[config.mk]
export PLATFORM = sky130hd
export DESIGN_NAME = ansi_aware_line_wrapper_top
export DESIGN_NICKNAME = d
export VERILOG_FILES = /design/src/rtl/core/alw_pkg.sv /design/src/rtl/core/ansi_aware_line_wrapper_top.sv /design/src/rtl/core/alw_front.sv /design/src/rtl/core/alw_queue.sv /design/src/rtl/core/alw_back.sv
export SDC_FILE = /design/constraint.sdc
export NUM_CORES = 1
export LEC_CHECK = 0
export ABC_AREA = 1
export BUFFER_PORTS_ARGS = -buffer_cell sky130_fd_sc_hd__buf_2
export CORE_ASPECT_RATIO = 1.4
export CORE_MARGIN = 10
export CORE_UTILIZATION = 55
export DETAILED_ROUTE_END_ITERATION = 10
export HOLD_SLACK_MARGIN = 0.12
export PLACE_DENSITY = 0.71
export SLEW_MARGIN = 25
export SYNTH_ARGS = -nofsm -noshare
export SYNTH_HDL_FRONTEND = slang
export SYNTH_SLANG_ARGS = --single-unit
[constraint.sdc]
create_clock -name clk_i -period 6.8 [get_ports clk_i]
set_input_delay 0.34 -clock clk_i [delete_from_list [all_inputs] [get_ports clk_i]]
set_output_delay 0.34 -clock clk_i [all_outputs]
set_load 0.02 [all_outputs]
[src/rtl/core/alw_pkg.sv]
// Package for the ANSI-aware line wrapper: result codes, queue record types,
// character constants and the escape-code test. No dependencies.
`timescale 1ns / 1ps
`default_nettype none

package alw_pkg;

  localparam int unsigned BYTES_W = 10;

  localparam logic [7:0] CH_ESC         = 8'h1B;
  localparam logic [7:0] CH_NL          = 8'h0A;
  localparam logic [7:0] CH_SPACE       = 8'h20;
  localparam logic [7:0] LINE_WIDTH_RST = 8'd79;

  typedef enum logic [1:0] {
    RK_CHAR     = 2'd0,
    RK_LINE_END = 2'd1,
    RK_FINISH   = 2'd2
  } rkind_e;

  typedef struct packed {
    rkind_e              kind;
    logic [7:0]          ch;
    logic [BYTES_W-1:0]  bytes;
  } result_t;

  // One input item's worth of output: one or two results.
  typedef struct packed {
    logic    two;
    result_t first;
    result_t second;
  } job_t;

  // Bytes that may follow ESC inside a CSI sequence.
  function automatic logic is_ansi_code(input logic [7:0] ch);
    logic r;
    r = ch inside {8'h5B, 8'h3B, [8'h30:8'h39]};
    return r;
  endfunction

endpackage

`default_nettype wire

[src/rtl/core/ansi_aware_line_wrapper_top.sv]
// Top level of the ANSI-aware line wrapper: front end, result queue and
// back end. Depends on alw_pkg, alw_front, alw_queue and alw_back.
//
// Cuts a byte stream into display lines of at most line_width visible
// columns and LINE_BYTES raw bytes; escape sequences take no columns,
// unprintable bytes come out as spaces, and a double-byte lead that would
// not fit opens the next line. One input item is taken per clock while the
// queue has room; each yields one or two results, sent one per clock while
// out_ready_i is high. The two-entry queue between front and back keeps
// input flowing while results wait. Output valid follows the queue
// register, with no combinational path from input to output. The width
// register is to be written through the cfg port only while the block is
// idle, which the block does not enforce; cfg_ready_o is always high.
`timescale 1ns / 1ps
`default_nettype none

module ansi_aware_line_wrapper_top import alw_pkg::*; #(
  parameter int unsigned LINE_BYTES = 512
) (
  input  wire logic       clk_i,
  input  wire logic       rst_ni,
  input  wire logic       cfg_valid_i,
  output logic            cfg_ready_o,
  input  wire logic [7:0] cfg_data_i,
  input  wire logic       in_valid_i,
  output logic            in_ready_o,
  input  wire logic       kind_i,
  input  wire logic [7:0] in_byte_i,
  output logic            out_valid_o,
  input  wire logic       out_ready_i,
  output logic [1:0]      result_kind_o,
  output logic [7:0]      out_char_o,
  output logic [9:0]      line_bytes_o,
  output logic            last_o
);

  logic q_ready, q_valid, pop, take;
  job_t job, head;

  assign cfg_ready_o = 1'b1;
  assign in_ready_o  = q_ready;
  assign take        = in_valid_i && q_ready;

  alw_front #(
    .LINE_BYTES(LINE_BYTES)
  ) u_front (
    .clk_i      (clk_i),
    .rst_ni     (rst_ni),
    .cfg_we_i   (cfg_valid_i),
    .cfg_data_i (cfg_data_i),
    .take_i     (take),
    .kind_i     (kind_i),
    .in_byte_i  (in_byte_i),
    .job_o      (job)
  );

  alw_queue u_queue (
    .clk_i      (clk_i),
    .rst_ni     (rst_ni),
    .push_i     (take),
    .push_job_i (job),
    .ready_o    (q_ready),
    .pop_i      (pop),
    .valid_o    (q_valid),
    .head_o     (head)
  );

  alw_back u_back (
    .clk_i         (clk_i),
    .rst_ni        (rst_ni),
    .head_valid_i  (q_valid),
    .head_i        (head),
    .pop_o         (pop),
    .out_valid_o   (out_valid_o),
    .out_ready_i   (out_ready_i),
    .result_kind_o (result_kind_o),
    .out_char_o    (out_char_o),
    .line_bytes_o  (line_bytes_o),
    .last_o        (last_o)
  );

endmodule

`default_nettype wire

[src/rtl/core/alw_front.sv]
// Front end of the line wrapper: holds the width register and line state,
// classifies each byte and builds its result record. Depends on alw_pkg.
`timescale 1ns / 1ps
`default_nettype none

module alw_front import alw_pkg::*; #(
  parameter int unsigned LINE_BYTES = 512
) (
  input  wire logic       clk_i,
  input  wire logic       rst_ni,
  input  wire logic       cfg_we_i,
  input  wire logic [7:0] cfg_data_i,
  input  wire logic       take_i,
  input  wire logic       kind_i,
  input  wire logic [7:0] in_byte_i,
  output job_t            job_o
);

  localparam int unsigned RW = $clog2(LINE_BYTES + 1);
  localparam logic [RW:0] LB = (RW + 1)'(LINE_BYTES);

  logic [7:0]    line_width_q;
  logic [7:0]    col_q, col_d;
  logic [RW-1:0] raw_q, raw_d;
  logic          esc_q, esc_d, wide_q, wide_d, wp_q, wp_d, wf_q, wf_d;

  logic          is_esc, is_nl, cont_esc, pre_end, use_clear;
  logic [7:0]    bc, c0, col_n, ch_n;
  logic [RW-1:0] br, r0, r1;
  logic          be, bw, w1, brk, e0, esc_n, forced, wrap;
  logic [8:0]    col_inc;
  logic [RW:0]   raw_p2, raw1_p1;
  result_t       lead, main_r, fin;

  always_comb begin
    is_esc    = (in_byte_i == CH_ESC);
    is_nl     = (in_byte_i == CH_NL);
    cont_esc  = wp_q && is_esc && !wf_q;
    pre_end   = wp_q && !cont_esc && !is_nl;
    use_clear = wp_q && !cont_esc;

    bc = use_clear ? 8'd0 : col_q;
    br = use_clear ? '0 : raw_q;
    be = use_clear ? 1'b0 : esc_q;
    bw = use_clear ? 1'b0 : wide_q;

    // Pairing toggles on a lead byte and on whatever follows it.
    w1      = (bw || in_byte_i[7]) ? !bw : bw;
    col_inc = {1'b0, bc} + 9'd1;
    raw_p2  = {1'b0, br} + (RW + 1)'(2);
    brk     = w1 && (br != '0) &&
              ((col_inc >= {1'b0, line_width_q}) || (raw_p2 >= LB));

    c0 = brk ? 8'd0 : bc;
    r0 = brk ? '0 : br;
    e0 = brk ? 1'b0 : be;
    r1 = r0 + RW'(1);

    if (is_esc) begin
      esc_n = 1'b1;
      col_n = c0;
      ch_n  = in_byte_i;
    end else if (e0) begin
      esc_n = is_ansi_code(in_byte_i);
      col_n = c0;
      ch_n  = in_byte_i;
    end else begin
      esc_n = 1'b0;
      ch_n  = (in_byte_i[7] || (in_byte_i >= 8'h20 && in_byte_i <= 8'h7E)) ?
              in_byte_i : CH_SPACE;
      col_n = (c0 == 8'hFF) ? c0 : c0 + 8'd1;
    end

    raw1_p1 = {1'b0, r1} + (RW + 1)'(1);
    forced  = (raw1_p1 >= LB);
    wrap    = ((col_n >= line_width_q) || forced) && !(esc_n && !forced);

    fin  = '{kind: RK_FINISH, ch: 8'd0, bytes: '0};
    lead = '{kind: RK_LINE_END, ch: 8'd0,
             bytes: brk ? BYTES_W'(br) : BYTES_W'(raw_q)};
    if (is_nl) begin
      main_r = '{kind: RK_LINE_END, ch: 8'd0, bytes: BYTES_W'(r1)};
    end else begin
      main_r = '{kind: RK_CHAR, ch: ch_n, bytes: '0};
    end

    col_d  = '0;
    raw_d  = '0;
    esc_d  = 1'b0;
    wide_d = 1'b0;
    wp_d   = 1'b0;
    wf_d   = 1'b0;

    if (kind_i) begin
      job_o.two    = (raw_q != '0);
      job_o.first  = (raw_q != '0) ?
                     '{kind: RK_LINE_END, ch: 8'd0, bytes: BYTES_W'(raw_q)} : fin;
      job_o.second = fin;
    end else if (wp_q && is_nl) begin
      // Newline right after a full line is absorbed into it.
      job_o.two    = 1'b0;
      job_o.first  = '{kind: RK_LINE_END, ch: 8'd0,
                       bytes: BYTES_W'(raw_q + RW'(1))};
      job_o.second = fin;
    end else begin
      job_o.two    = brk || pre_end;
      job_o.first  = (brk || pre_end) ? lead : main_r;
      job_o.second = main_r;
      if (!is_nl) begin
        col_d  = col_n;
        raw_d  = r1;
        esc_d  = esc_n;
        wide_d = w1;
        wp_d   = wrap;
        wf_d   = wrap && forced;
      end
    end
  end

  always_ff @(posedge clk_i or negedge rst_ni) begin
    if (!rst_ni) begin
      line_width_q <= LINE_WIDTH_RST;
      col_q        <= '0;
      raw_q        <= '0;
      esc_q        <= 1'b0;
      wide_q       <= 1'b0;
      wp_q         <= 1'b0;
      wf_q         <= 1'b0;
    end else begin
      if (cfg_we_i) begin
        line_width_q <= cfg_data_i;
      end
      if (take_i) begin
        col_q  <= col_d;
        raw_q  <= raw_d;
        esc_q  <= esc_d;
        wide_q <= wide_d;
        wp_q   <= wp_d;
        wf_q   <= wf_d;
      end
    end
  end

endmodule

`default_nettype wire

[src/rtl/core/alw_queue.sv]
// Two-entry queue of result records between the front and back ends of the
// line wrapper. Depends on alw_pkg.
`timescale 1ns / 1ps
`default_nettype none

module alw_queue import alw_pkg::*; (
  input  wire logic clk_i,
  input  wire logic rst_ni,
  input  wire logic push_i,
  input  job_t      push_job_i,
  output logic      ready_o,
  input  wire logic pop_i,
  output logic      valid_o,
  output job_t      head_o
);

  job_t       mem_q [2];
  logic       wr_ptr_q, rd_ptr_q;
  logic [1:0] count_q, count_d;

  assign ready_o = (count_q != 2'd2);
  assign valid_o = (count_q != 2'd0);
  assign head_o  = mem_q[rd_ptr_q];

  always_comb begin
    count_d = count_q;
    if (push_i && !pop_i) begin
      count_d = count_q + 2'd1;
    end else if (pop_i && !push_i) begin
      count_d = count_q - 2'd1;
    end
  end

  always_ff @(posedge clk_i) begin
    if (push_i) begin
      mem_q[wr_ptr_q] <= push_job_i;
    end
  end

  always_ff @(posedge clk_i or negedge rst_ni) begin
    if (!rst_ni) begin
      wr_ptr_q <= 1'b0;
      rd_ptr_q <= 1'b0;
      count_q  <= '0;
    end else begin
      count_q <= count_d;
      if (push_i) begin
        wr_ptr_q <= !wr_ptr_q;
      end
      if (pop_i) begin
        rd_ptr_q <= !rd_ptr_q;
      end
    end
  end

endmodule

`default_nettype wire

[src/rtl/core/alw_back.sv]
// Back end of the line wrapper: walks the one or two results of the queue
// head onto the output channel and marks the last one. Depends on alw_pkg.
`timescale 1ns / 1ps
`default_nettype none

module alw_back import alw_pkg::*; (
  input  wire logic                clk_i,
  input  wire logic                rst_ni,
  input  wire logic                head_valid_i,
  input  job_t                     head_i,
  output logic                     pop_o,
  output logic                     out_valid_o,
  input  wire logic                out_ready_i,
  output logic [1:0]               result_kind_o,
  output logic [7:0]               out_char_o,
  output logic [BYTES_W-1:0]       line_bytes_o,
  output logic                     last_o
);

  logic    sel_q, sel_d;
  logic    xfer;
  result_t cur;

  assign cur           = sel_q ? head_i.second : head_i.first;
  assign out_valid_o   = head_valid_i;
  assign result_kind_o = cur.kind;
  assign out_char_o    = cur.ch;
  assign line_bytes_o  = cur.bytes;
  assign last_o        = sel_q || !head_i.two;
  assign xfer          = head_valid_i && out_ready_i;
  assign pop_o         = xfer && last_o;

  always_comb begin
    sel_d = sel_q;
    if (xfer) begin
      sel_d = !last_o;
    end
  end

  always_ff @(posedge clk_i or negedge rst_ni) begin
    if (!rst_ni) begin
      sel_q <= 1'b0;
    end else begin
      sel_q <= sel_d;
    end
  end

endmodule

`default_nettype wire

==> metrics.txt <==
effective utilization at floorplan=0.5628; Synth Net Count=790; global-route wire length before repair=26630 µm; sequential fraction of design power=0.353; vias in the first global route=between 5000 and 6000; worst reg2reg endpoint=u_front.wp_q; number of buffers added on ports=44; async set-or-reset flop fraction in the synthesized netlist=0.2991; signal arrival time at the worst endpoint=6.25 ns; transition time at the pin with the least slew margin=0.8354 ns; Sw Ratio=0.3789; number of buffers created by CTS=17; DRT Pass-1 Iters=5; path depth of the worst reg2reg path=between 40 and 50; run status=completed; antenna diode instance count=0; maximum vdd drop=0.2153 mV; type of the setup path with the least slack=reg -> reg; core area=approximately 0.012 mm²; layout overhead on the synthesized area=13.43%; storage element area=0.003344 mm²; Routed WL=about 16000 µm; final worst hold slack=0.1346 ns; share of layout cells above drive strength 1=0.1681; area of the multi-input gates=between 0.002 and 0.003 mm²; power density of the placed cells=381.9 mW/mm²; dpl hpwl=about 12000 µm; crit path launch type=register; cell area after synthesis=approximately 0.0067 mm²; antenna viol nets, final=0; number of max-slew violations in the final report=0; critical path launch point=u_front.wf_q; CTS root buf=sky130_fd_sc_hd__clkbuf_16; clk sink count=between 100 and 150; reported net switching power=~1100 µW; P_int=roughly 1800 µW; initial detailed-routing violation count=approximately 330; Post-Route Skew=0.01037 ns; clock edge transition at the registers on the reported setup and hold paths=around 0.06 ns; Overflow after GRT=0; reg-to-reg slack, setup=approximately 0.84 ns; leak pwr=roughly 0.0032 µW; Worst slew margin=0.4431; number of register bits inferred by synthesis=roughly 120; max-cap violation count=0; nets@finish=between 800 and 900; number of library cell types mapped by synthesis=between 50 and 60; fraction of the cycle the final worst path needs=0.8760; Seq/Total Area, Yosys=0.5027; number of antenna violations at the first check in global routing=0; crit path to=u_front.wp_q; via/cell ratio=about 5.6; TNS Setup=0 ns; RSZ-0062 raised after global routing=false; yosys warns=0; I/O pin cnt=46; die width=113.0 µm; Synth Area per Inst=between 8 and 9 µm²; source-to-sink clock delay at the later pin of the worst-skew pair=between 0.4 and 0.5 ns; relative contribution of combinational cells to total power=0.346; Critical Path Fanout Max=14; number of inserted filler cells in the final layout=~960; power share of the clock group=0.301; Top FF cell, synth=sky130_fd_sc_hd__edfxtp_1; GR Util All Layers=0.1968; CP endpoint kind=register; number of standard cells after synthesis=roughly 740; clk buf depth=2; Die Footprint=~0.017 mm²; met1 layer wirelength in the final routing=roughly 6200 µm; number of synthesized flops with an enable pin=just over 80; standard-cell row count=47; total number of vias=5299; reg2reg start=u_front.wf_q; placer congestion estimate=0.9336; WP data required=between 7 and 8 ns; routed len/inst=17.37 µm; highest signal layer in the routed design=met4; cell with the biggest individual delay on the critical path=sky130_fd_sc_hd__dfrtp_1; Final Hold Violating Endpoints=0; Crit path top cell by count=sky130_fd_sc_hd__nand2_1; Die Y=150.1 µm; DR WL met3=between 600 and 700 µm; pin count of the biggest net entering global routing=between 40 and 50; post-layout min period=a little under 6 ns; drt drc=0; WL met2=8953 µm; CTS tree=yes; maximum cell stage delay along the critical path=roughly 0.38 ns; number of H-tree levels=4; maximum clock frequency=~170 MHz; Min-Delay Path Class=in -> reg; Finish-stage setup viols=0
==> how the worst min path moves through the flow <==
stage                  startpoint                       to  slack [ns]  depth (start not counted)
2_1_floorplan              rst_ni             u_back.sel_q        0.04                          0
3_3_place_gp               rst_ni         u_front.col_q[1]        0.46                          1
3_5_place_dp   u_queue.count_q[0]       u_queue.count_q[0]        0.46                          1
4_1_cts             cfg_data_i[7]  u_front.line_width_q[7]        0.13                          3
5_1_grt             cfg_data_i[4]  u_front.line_width_q[4]        0.14                          3
6_report            cfg_data_i[7]  u_front.line_width_q[7]        0.13                          3
==> registers in the layout, summed over array words and instances, names as in the netlist <==
register              flops
u_front.wp_q              1
u_front.col_q             8
u_front.wf_q              1
u_front.esc_q             1
u_front.wide_q            1
u_front.line_width_q      8
u_front.raw_q            10
u_queue.mem_q            82
u_back.sel_q              1
u_queue.rd_ptr_q          1
u_queue.count_q           2
u_queue.wr_ptr_q          1
==> layout make-up <==
type	count	share of cell area
Sequential cell	117	0.4432
Multi-Input combinational cell	499	0.3693
Clock buffer	17	0.05638
Inverter	100	0.05024
Timing Repair Buffer	49	0.03615
Tap cell	147	0.02437
Clock inverter	15	0.02039
==> worst max-delay path, delay by kind of cell (launching register included) <==
family,cells,cell delay [ns]
AO/OA/AOI/OAI,8,1.28
XOR/XNOR,1,0.17
adder cells (fa/ha/maj),4,1.00
buffers and inverters,5,0.46
flip-flops,1,0.38
AND/OR/NAND/NOR,24,2.57
==> Yosys cell counts, drive strengths merged, types with 6 or more instances <==
cell	instances	area share
edfxtp	82	0.37
o21ai	77	0.058
clkbuf	21	0.012
a21oi	12	0.0090
xor2	11	0.017
xnor2	6	0.0090
nor2	128	0.079
dfrtp	30	0.11
nand4	14	0.019
nand2	118	0.075
nand3	28	0.023
ha	24	0.045
nor3	13	0.014
inv	95	0.054
o22ai	44	0.041
buf	7	0.012
==> cell usage in the layout (no fill, tap or decap), types with 3 or more instances in the layout <==
cell and n:
sky130_fd_sc_hd__a21oi_1 12, sky130_fd_sc_hd__buf_2 44, sky130_fd_sc_hd__buf_4 3, sky130_fd_sc_hd__clkbuf_16 17, sky130_fd_sc_hd__clkinv_1 4, sky130_fd_sc_hd__clkinv_2 6
sky130_fd_sc_hd__clkinv_4 4, sky130_fd_sc_hd__dfrtp_1 30, sky130_fd_sc_hd__dfstp_2 5, sky130_fd_sc_hd__edfxtp_1 82, sky130_fd_sc_hd__ha_1 24, sky130_fd_sc_hd__inv_1 85
sky130_fd_sc_hd__inv_2 9, sky130_fd_sc_hd__inv_6 3, sky130_fd_sc_hd__nand2_1 107, sky130_fd_sc_hd__nand2_2 7, sky130_fd_sc_hd__nand2_4 3, sky130_fd_sc_hd__nand3_1 26
sky130_fd_sc_hd__nand4_1 11, sky130_fd_sc_hd__nor2_1 116, sky130_fd_sc_hd__nor2_2 6, sky130_fd_sc_hd__nor2_4 6, sky130_fd_sc_hd__nor3_1 9, sky130_fd_sc_hd__nor3_2 3
sky130_fd_sc_hd__o21ai_0 74, sky130_fd_sc_hd__o21ai_1 3, sky130_fd_sc_hd__o22ai_1 44, sky130_fd_sc_hd__or2_1 3, sky130_fd_sc_hd__xnor2_1 5, sky130_fd_sc_hd__xor2_1 9
==> power groups by stage <==
| stage | Sequential, µW | Combinational (µW) | Clock (µW) |
|---|---|---|---|
| 2_1_floorplan | 1000 | 708 | 0 |
| 3_3_place_gp | 1030 | 980 | 0 |
| 3_5_place_dp | 1030 | 1010 | 0 |
| 4_1_cts | 1020 | 1010 | 872 |
| 5_1_grt | 1030 | 1120 | 908 |
| 6_report | 1020 | 998 | 866 |
==> cells by family (layout without fill, tap and decap cells) <==
family / count (synthesis) / count (layout) / synth area share
AND/OR/NAND/NOR: 309 / 309 / 0.2169
XOR/XNOR: 17 / 17 / 0.02577
multiplexers: 1 / 1 / 0.001693
other: 1 / 1 / 0.0005637
AO/OA/AOI/OAI: 147 / 147 / 0.1266
adder cells (fa/ha/maj): 24 / 24 / 0.04514
flip-flops: 117 / 117 / 0.5027
buffers and inverters: 128 / 181 / 0.08069
==> layer usage <==
| layer | global-route usage | up-vias |
|---|---|---|
| met2 | 0.3649 | 125 |
| li1 | - | 2602 |
| met5 | 0 | - |
| met3 | 0.03624 | 47 |
| met4 | 0.1062 | 0 |
| met1 | 0.2039 | 2525 |
==> metrics by stage <==
step	total power [µW]	area (µm²)	utilization	instances	worst slack, ns
after floorplan	1711	6653	-	744	1.302
after global placement	2006	6937	0.5869	910	0.6606
after detailed placement	2036	6957	0.5885	911	0.5316
after CTS	2904	7546	0.6384	944	0.8255
after global routing	3058	7546	0.6384	944	0.2114
final	2882	7546	0.6384	944	0.8429
==> repair_timing <==
action / 4_1_cts / 5_1_grt
hold buffers: 1 / 0
gates resized for setup: 0 / 0
endpoints found under the hold margin: 30 / 0
buffers inserted: 0 / 0
setup endpoints to repair: 0 / 0
(Power assumes the default switching activity.)
